## src/sv/wmss_pkg.sv

```systemverilog
// shared types and constants for the windowed maximum subsequence sum unit
package wmss_pkg;

  localparam int SAMPLE_W = 16;
  localparam int SCORE_W  = 32;
  localparam int CFG_W    = 7;

  localparam logic signed [SCORE_W-1:0] SCORE_MAX = {1'b0, {(SCORE_W-1){1'b1}}};
  localparam logic signed [SCORE_W-1:0] SCORE_MIN = {1'b1, {(SCORE_W-1){1'b0}}};

  // partial window maximum travelling down the cell row
  typedef struct packed {
    logic                      tv;
    logic [CFG_W-1:0]          rem;
    logic signed [SCORE_W-1:0] acc;
  } token_t;

  // one stored past score
  typedef struct packed {
    logic                      valid;
    logic signed [SCORE_W-1:0] score;
  } entry_t;

  typedef struct packed {
    logic shift;
    logic clear;
  } cell_ctl_t;

  typedef enum logic [1:0] {
    ST_IDLE,
    ST_SCAN,
    ST_COMMIT
  } state_t;

endpackage

```

## src/sv/wmss_cell.sv

```systemverilog
// one window cell: holds a past score and folds it into the passing maximum
module wmss_cell (
  input  logic                clk,
  input  logic                rst,
  input  wmss_pkg::cell_ctl_t ctl,
  input  wmss_pkg::entry_t    ent_i,
  output wmss_pkg::entry_t    ent_o,
  input  wmss_pkg::token_t    tok_i,
  output wmss_pkg::token_t    tok_o
);

  logic in_span;
  logic take;

  assign in_span = (tok_i.rem != '0) && ent_o.valid;
  assign take    = in_span && (ent_o.score > tok_i.acc);

  always_ff @(posedge clk) begin
    if (rst) begin
      tok_o.tv <= 1'b0;
    end else begin
      tok_o.tv <= tok_i.tv;
    end
    tok_o.acc <= take ? ent_o.score : tok_i.acc;
    tok_o.rem <= (tok_i.rem != '0) ? tok_i.rem - 1'b1 : tok_i.rem;
  end

  always_ff @(posedge clk) begin
    if (rst) begin
      ent_o.valid <= 1'b0;
    end else if (ctl.clear) begin
      ent_o.valid <= 1'b0;
    end else if (ctl.shift) begin
      ent_o.valid <= ent_i.valid;
    end
    if (ctl.shift) begin
      ent_o.score <= ent_i.score;
    end
  end

endmodule

```

## config.mk

```make
export PLATFORM = sky130hd
export DESIGN_NAME = wmss_cell
export DESIGN_NICKNAME = d
export VERILOG_FILES = /design/src/sv/wmss_pkg.sv /design/src/sv/wmss_cell.sv
export SDC_FILE = /design/constraint.sdc
export NUM_CORES = 1
export LEC_CHECK = 0
export BUFFER_PORTS_ARGS = -buffer_cell sky130_fd_sc_hd__clkbuf_2
export CORE_MARGIN = 3
export CORE_UTILIZATION = 52
export DETAILED_ROUTE_END_ITERATION = 8
export GPL_ROUTABILITY_DRIVEN = 0
export GPL_TIMING_DRIVEN = 0
export MAX_ROUTING_LAYER = met4
export PLACE_DENSITY = 0.93
export SLEW_MARGIN = 20
export SYNTH_ARGS = -nofsm -noshare
export SYNTH_HDL_FRONTEND = slang
export SYNTH_SLANG_ARGS = --single-unit
```

## constraint.sdc

```tcl
create_clock -name clk -period 3.6 [get_ports clk]
set_input_delay 0.72 -clock clk [delete_from_list [all_inputs] [get_ports clk]]
set_output_delay 0.72 -clock clk [all_outputs]
set_load 0.02 [all_outputs]
```

Yosys cells after proc, flatten, opt, wreduce, memory -nomap -nowiden:

Cells that the tools add are included.

* register bits after elaboration: 73
* bits of input ports: 77
* logic and storage cells: 13

* $add $sub $neg: 1
* $lt $le $gt $ge: 1
* mux-type cells: 2
* reduce and logical (&&, ||, !) cells: 4

Operator list (count)
* 32-bit greater-than comparator: 1
* 32-bit 2-to-1 mux: 1
* 7-bit 2-to-1 mux: 1
* 7-bit nonzero test: 1
* 7-bit by 1-bit subtractor with 7-bit output (second input constant): 1
* 1-bit logical AND: 2
* 2-bit OR reduction: 1

Longest topological paths before layout:

Gate-level depths: netlist (run 1).

* depth in word-level cells: 4
* depth in mapped cells: 11
* depth with buffers taken out: 9

Least setup slack after synthesis (run 1):

Ideal clock, no wire load.

* path kind: input to register
* start: input port tok_i[31] in the netlist's numbering
* end: register tok_o[10] in the netlist's numbering
* data arrival time: 2678 ps
* data required time: 3463 ps
* setup slack: 784 ps
* stages: 11
* path buffers: 2
* cell sequence: inv_1 > ha_1 > nand4_2 > or4_4 > o211a_1 > buf_6 > buf_6 > nand3_2 > a21oi_1 > a41oi_1 > o2111ai_1

* word-level cells in the longest chain between the ends: 3

Ends and longest elaborated chain
* from (decl): line wmss_cell.sv:8 `input wmss_pkg::token_t tok_i,`
* 32-bit greater-than comparator: line wmss_cell.sv:16 `assign take = in_span && (ent_o.score > tok_i.acc);`
* 1-bit logical AND: line wmss_cell.sv:16
* 32-bit 2-to-1 mux: line wmss_cell.sv:24 `tok_o.acc <= take ? ent_o.score : tok_i.acc;`
* to (decl): line wmss_cell.sv:9 `output wmss_pkg::token_t tok_o`

No other way between the ends.
A chain may end at the register's enable or synchronous reset.

Worst setup path after layout (run 1):

* start: input port tok_i[30] in the netlist's numbering
* end: register tok_o[28] in the netlist's numbering

Same word-level chain as after synthesis.

==> out/qor.csv, run 1 <==
stage,metric,value,unit
critical_path,reg2reg_depth,9,
run_status,violations,design-rule violations,
synthesis,synth.area.top_cells,"edfxtp_1, dfxtp_1, ha_1, a41oi_1, nand4b_1",
critical_path,crit_type,input pin to flop,
routing,drtIter0Drc,571,
finish,syn_to_final_growth,23.0,%
power,vdd_drop_max,0.224,mV
routing,postRouteWirelength,14.3,mm
finish,diodes,0,
global_routing,grt_max_degree,34,
global_routing,antenna_found_initial,0,
clock_tree,clk_pin_slew,0.08,ns
clock_tree,root_buffer,clkbuf_8,
routing,vias,4865,
synthesis,ys_ff_latch,73,
critical_path,path_buf_inv,4,
routing,ant_nets,0,
critical_path,cp.depth,11,
floorplanning,fp.dieW,99.9,um
clock_tree,cts_buffers,9,
clock_tree,postCtsSetupBuffers,0,
critical_path,path_cells,clkbuf_2 > inv_1 > ha_1 > a21oi_1 > nand2_1 > a221o_1 > a211oi_2 > buf_2 > buf_1 > a41oi_1 > o2111ai_1,
global_routing,grtUsageTotal,29.2,%
global_routing,grt.overflow.total,0,
sta,finalSetupViolCount,0,
run_status,status,"finished, violations left",
clock_tree,htreeDepth,3,
sta,fin_crit,3.03,ns
clock_tree,worstSkewPairLatency,0.35,ns
synthesis,synthArstFlopShare,0,%
job,drv_cap,0,
placement,place_ws,0.283,ns
synthesis,synth_top_cell_area_share,20.9,%
synthesis,ys_seq_area_share,38.8,%
sta,rsz0062_at_grt,false,
critical_path,cp.required,3.85,ns
sta,relSlewSlack,37.1,%
clock_tree,ctsLongestPathBuffers,2,
critical_path,arrival,3.28,ns
synthesis,synthCells,481,
routing,drt-vias-per-instance,6.48,
synthesis,yosysWarnings,0,
placement,placed_cell_area,5460,sq um
routing,dr.pass1.iters,8,
finish,finalInstanceArea,5640,sq um
finish,final_layout_size_suffix_gt1_share,31.3,%
synthesis,synth.distinct_cells,38,
power,powerDensity,410,nW/um^2
global_routing,grt_pass1_vias,4772,
sta,hold_viol,0,
critical_path,r2r_start,ent_o[30],
clock_tree,cts_sinks,73,
synthesis,synth_most_common_cell,a21oi_1,
synthesis,netlist_top_cells_count,"a21oi_1, dfxtp_1, nand2_1",
floorplanning,num_rows,33,
floorplanning,io_pins,150,
floorplanning,initial_utilization,54.7,%
routing,routedWlPerCell,19.0,um
critical_path,cp-start-kind,input pin,
placement,dp_hpwl,10.4,mm
sta,tns,0,ns
synthesis,syn_area,4590,sq um
sta,drv_slew,0,
power,p_leak,0.00242,uW
synthesis,synth_edf_count,32,
worst_hold_path,hold_path.class,input pin to flop,
synthesis,yosys.area.top_type,edfxtp_1,
finish,nNetsFinal,752,
sta,fin_worst_skew,0.0131,ns
sta,max_slew.worst_pin.slew,0.943,ns
clock_tree,ctsResizeCount,0,
synthesis,syn_avg_cell_area,9.54,sq um
critical_path,crit_family,compound AO/OA/AOI/OAI gates,
floorplanning,die_h,99.9,um
sta,post-route-period-util,84.3,%
critical_path,end_kind,flop,
critical_path,crit_start,tok_i[30],
synthesis,ys.flop_type,dfxtp_1,
finish,fillers,675,
sta,max_freq,330,MHz
worst_hold_path,min_path_cells,2,
sta,setup_ws,0.566,ns
synthesis,synth_nets,592,
worst_hold_path,min_from,ctl[0],
routing,drc,1,
clock_tree,hold_buffers,0,
global_routing,grt_pass1_wl,22.9,mm
critical_path,slowest_delay,0.45,ns
clock_tree,tritoncts,done,
floorplanning,design.die.area,9980,sq um
floorplanning,coreArea,8380,sq um
placement,io_buffers,149,
critical_path,cp_max_fo,10,
critical_path,critPathSlowestCell,buf_1,
[worst reg2reg max path, stage by stage, from the launching register on]
cell and delay, ns:
edfxtp_1 0.48, ha_1 0.38, a21oi_1 0.16, nand2_1 0.08, a221o_1 0.36, a211oi_2 0.38
buf_2 0.29, buf_1 0.45, a41oi_1 0.19, o2111ai_1 0.17
[metrics by stage]
step | power, uW | std cells | hold WS [ns] | utilization, %
after floorplan | 1450 | 481 | 0.608 | -
after global placement | 1670 | 735 | 0.550 | 65.2
after detailed placement | 1710 | 735 | 0.574 | 65.2
after CTS | 2310 | 751 | 0.524 | 67.3
after global routing | 2430 | 751 | 0.525 | 67.3
final | 2310 | 751 | 0.536 | 67.3
[final timing paths]
path                             endpoint  slack (ns)
worst max-delay path            tok_o[28]        0.57
worst min-delay path            ent_o[32]        0.54
worst max register to register  tok_o[28]        0.60
worst min register to register  ent_o[32]        0.58
[kinds of logic (layout without fill, tap and decap cells)]
kind of cell | after synthesis | count (layout) | synth area share (%)
AND/OR/NAND/NOR | 169 | 169 | 24.2
adder cells (fa/ha/maj) | 34 | 34 | 9.27
AO/OA/AOI/OAI | 123 | 123 | 19.5
flip-flops | 73 | 73 | 38.8
multiplexers | 1 | 1 | 0.218
buffers and inverters | 76 | 241 | 7.04
XOR/XNOR | 5 | 5 | 0.955
[power by group]
part	switching [uW]	leakage [uW]	total (uW)	internal (uW)
logic	448	0.00166	701	253
clock network	312	0.0000989	601	290
registers	55.4	0.000658	1010	956
total	815	0.00242	2310	1500
[routing by layer]
| layer | wire length (um) | global-route usage, % |
|---|---|---|
| met3 | 1620 | 5.77 |
| met2 | 6980 | 48.0 |
| met4 | 367 | 11.9 |
| met1 | 5330 | 35.1 |
| met5 | 0 | - |
[sequential cells by signal (all words and copies together), names as in the netlist]
signal	count
ent_o	33
tok_o	40
[cell usage in the layout, fill, tap and decap left out, drive strengths merged, types with 2 or more instances in the layout]
cell	synthesis	layout
a21o	2	2
a21oi	47	47
a41oi	32	32
buf	15	15
clkbuf	26	186
clkinv	0	3
dfxtp	41	41
edfxtp	32	32
ha	34	34
inv	35	37
nand2	40	40
nand2b	32	32
nand3	36	36
nand4	8	8
nand4b	32	32
nor2	8	8
nor2b	2	2
nor3	5	5
o2111ai	32	32
o211ai	2	2
o21ai	3	3
or4	2	2
xnor2	4	4
[cell type report]
class	instances	area, sq um	share of cell area [%]
Timing Repair Buffer	149	746	13.2
Clock buffer	11	153	2.70
Clock inverter	5	27.5	0.488
Multi-Input combinational cell	332	2480	44.0
Tap cell	105	131	2.33
Buffer	41	191	3.39
Sequential cell	73	1780	31.6
Inverter	35	131	2.33
Note: power is estimated with default switching activity, not from simulation.
==> run 2: changes to the inputs <==
Clock period 3.6 ns to 3.1 ns, I/O delays scaled along.
==> run 2 against run 1 <==
Largest power group unchanged. Critical endpoint is now tok_o[5]. Highest routed layer unchanged. Count of clock-buffer cells in the layout unchanged. Wire length decreased by 0.15%. Critical path depth decreased by 3. Clock power increased by 16%. The flow now finishes without violations.
==> out/qor.csv, run 2 (synthesized netlist as in run 1, its figures left out) <==
stage,metric,value,unit,change
global_routing,antenna_found_initial,0,,unchanged
critical_path,cp.required,3.30,ns,-0.55 ns
floorplanning,num_rows,33,,unchanged
sta,relSlewSlack,37.1,%,-0.098 points
routing,drtIter0Drc,541,,-5.3%
clock_tree,cts_sinks,73,,unchanged
finish,syn_to_final_growth,23.2,%,
finish,final_layout_size_suffix_gt1_share,31.9,%,+0.62 points
critical_path,cp-start-kind,flop,,
sta,fin_worst_skew,0.0122,ns,-0.000853 ns
clock_tree,cts_buffers,9,,unchanged
sta,drv_slew,0,,unchanged
power,vdd_drop_max,0.264,mV,+18%
finish,final_util,67.4,%,+0.075 points
finish,largestRegisters,"tok_o x40, ent_o x33",,
floorplanning,initial_utilization,54.7,%,unchanged
routing,postRouteWirelength,14.3,mm,-0.15%
critical_path,r2r_start,ent_o[31],,
critical_path,path_buf_inv,1,,-3
global_routing,use_met2,48.0,%,unchanged
finish,regMostFlops,tok_o,,
clock_tree,clk_pin_slew,0.09,ns,about the same
sta,max_freq,339,MHz,
critical_path,crit_family,simple AND/OR/NAND/NOR gates,,
global_routing,grtUsageMet3,5.77,%,unchanged
clock_tree,worstSkewPairLatency,0.35,ns,about the same
routing,drt-vias-per-instance,6.44,,-0.64%
critical_path,reg2reg_depth,8,,-1
sta,post-route-period-util,95.1,%,
sta,fin_crit,2.95,ns,
placement,place_ws,-0.117,ns,-0.400 ns
critical_path,arrival,3.15,ns,-0.13 ns
power,p_leak,0.00243,uW,+0.40%
floorplanning,io_pins,150,,unchanged
clock_tree,root_buffer,clkbuf_8,,
placement,dp.cells,735,,unchanged
placement,io_buffers,149,,unchanged
critical_path,cp_max_fo,10,,unchanged
routing,ant_nets,0,,unchanged
finish,diodes,0,,unchanged
floorplanning,design.die.area,9980,sq um,unchanged
critical_path,reg2reg_to,tok_o[5],,
routing,vias,4834,,-0.64%
placement,placed_cell_area,5460,sq um,unchanged
global_routing,use_met1,35.1,%,unchanged
sta,setup_ws,0.151,ns,-0.415 ns
routing,drc,0,,-1
placement,dp_hpwl,10.4,mm,unchanged
global_routing,grt_pass1_vias,4772,,unchanged
critical_path,end_kind,flop,,
clock_tree,ctsLongestPathBuffers,2,,unchanged
finish,final_common_cell,clkbuf_2,,
worst_hold_path,min_path_cells,2,,unchanged
sta,max_slew.worst_pin.slew,0.944,ns,+0.00147 ns
critical_path,crit_type,flop to flop,,
clock_tree,hold_buffers,0,,unchanged
run_status,status,"complete, no violations",,
global_routing,grt.overflow.total,0,,unchanged
finish,nNetsFinal,752,,unchanged
global_routing,grt-busiest-layer,met2,,
global_routing,grt_pass1_wl,22.9,mm,unchanged
global_routing,grt_max_degree,34,,unchanged
routing,dr.pass1.iters,8,,unchanged
power,powerDensity,475,nW/um^2,+16%
critical_path,slowest_delay,0.60,ns,+0.15 ns
sta,finalSetupViolCount,0,,unchanged
finish,fillers,671,,-0.59%
clock_tree,htreeDepth,3,,unchanged
worst_hold_path,min_from,ctl[0],,
routing,routedWlPerCell,19.0,um,-0.15%
finish,instances_no_fill,751,,unchanged
finish,finalInstanceArea,5650,sq um,+0.11%
sta,hold_viol,0,,unchanged
critical_path,path_cells,ha_1 > nand4_2 > or4_4 > nor3_1 > nor2_2 > clkbuf_1 > a41oi_1 > o2111ai_1,,
floorplanning,fp.dieW,99.9,um,unchanged
job,drv_cap,0,,unchanged
sta,rsz0062_at_grt,true,,
worst_hold_path,hold_path.class,input pin to flop,,
finish,final_cell_mix,"clkbuf_2, a21oi_1, dfxtp_1",,
clock_tree,tritoncts,done,,
critical_path,r2r_slack,0.15,ns,-0.45 ns
global_routing,grtUsageTotal,29.2,%,unchanged
worst_hold_path,min_to,ent_o[32],,
power,p_total,2690,uW,+16%
finish,largest_reg_flops,40,,unchanged
floorplanning,die_h,99.9,um,unchanged
critical_path,critPathSlowestCell,or4_4,,
floorplanning,coreArea,8380,sq um,unchanged
clock_tree,postCtsSetupBuffers,0,,unchanged
[run 2: cell count changes in the layout (fill, tap and decap cells not counted), sizes merged]
cell,previous run,this run
clkbuf,186,189
buf,15,12
[run 2: routing by layer]
| metal | wire, um | share of wire, % | up-vias |
|---|---|---|---|
| li1 | - | - | 2166 |
| met1 | 5300 | 37 | 2223 |
| met2 | 6950 | 49 | 380 |
| met3 | 1620 | 11 | 65 |
| met4 | 410 | 2.9 | 0 |
| met5 | 0 | 0 | - |
[run 2: area by class of cell]
class / instances / area [sq um] / share of cell area (%)
multi-input cells: 332 / 2480 / 44.0
flip-flops and latches: 73 / 1780 / 31.5
repair buffers: 149 / 746 / 13.2
plain buffers: 41 / 195 / 3.45
clock buffers: 11 / 153 / 2.70
inverters: 35 / 131 / 2.33
well taps: 105 / 131 / 2.33
clock inverters: 5 / 27.5 / 0.487
[run 2: worst max-delay path by stage]
stage / cells after the start / slack (ns) / end / from
floorplan: 11 / 0.38 / tok_o[10] / tok_i[31]
global placement: 11 / -0.01 / tok_o[15] / tok_i[31]
detailed placement: 11 / -0.12 / tok_o[28] / tok_i[30]
CTS: 9 / 0.15 / tok_o[28] / ent_o[30]
global route: 9 / -0.0001 / tok_o[5] / ent_o[30]
finish: 8 / 0.15 / tok_o[5] / ent_o[31]
[run 2: power breakdown]
group          leakage (uW)  internal [uW]  switching (uW)  total, uW
logic               0.00167            296             517        813
registers          0.000658           1110            64.4       1170
clock network     0.0000989            337             363        699
total               0.00243           1740             945       2690
[run 2: metrics by stage]
stage          hold slack (ns)   TNS [ns]
6_report                 0.434          0
5_1_grt                  0.425  -0.000128
4_1_cts                  0.424          0
3_5_place_dp             0.574      -1.61
3_3_place_gp             0.550    -0.0131
2_1_floorplan            0.608          0
[run 2: timing repair]
item,in CTS,in global routing
resized for setup,0,4
setup endpoints to repair,0,24
endpoints found under the hold margin,0,0
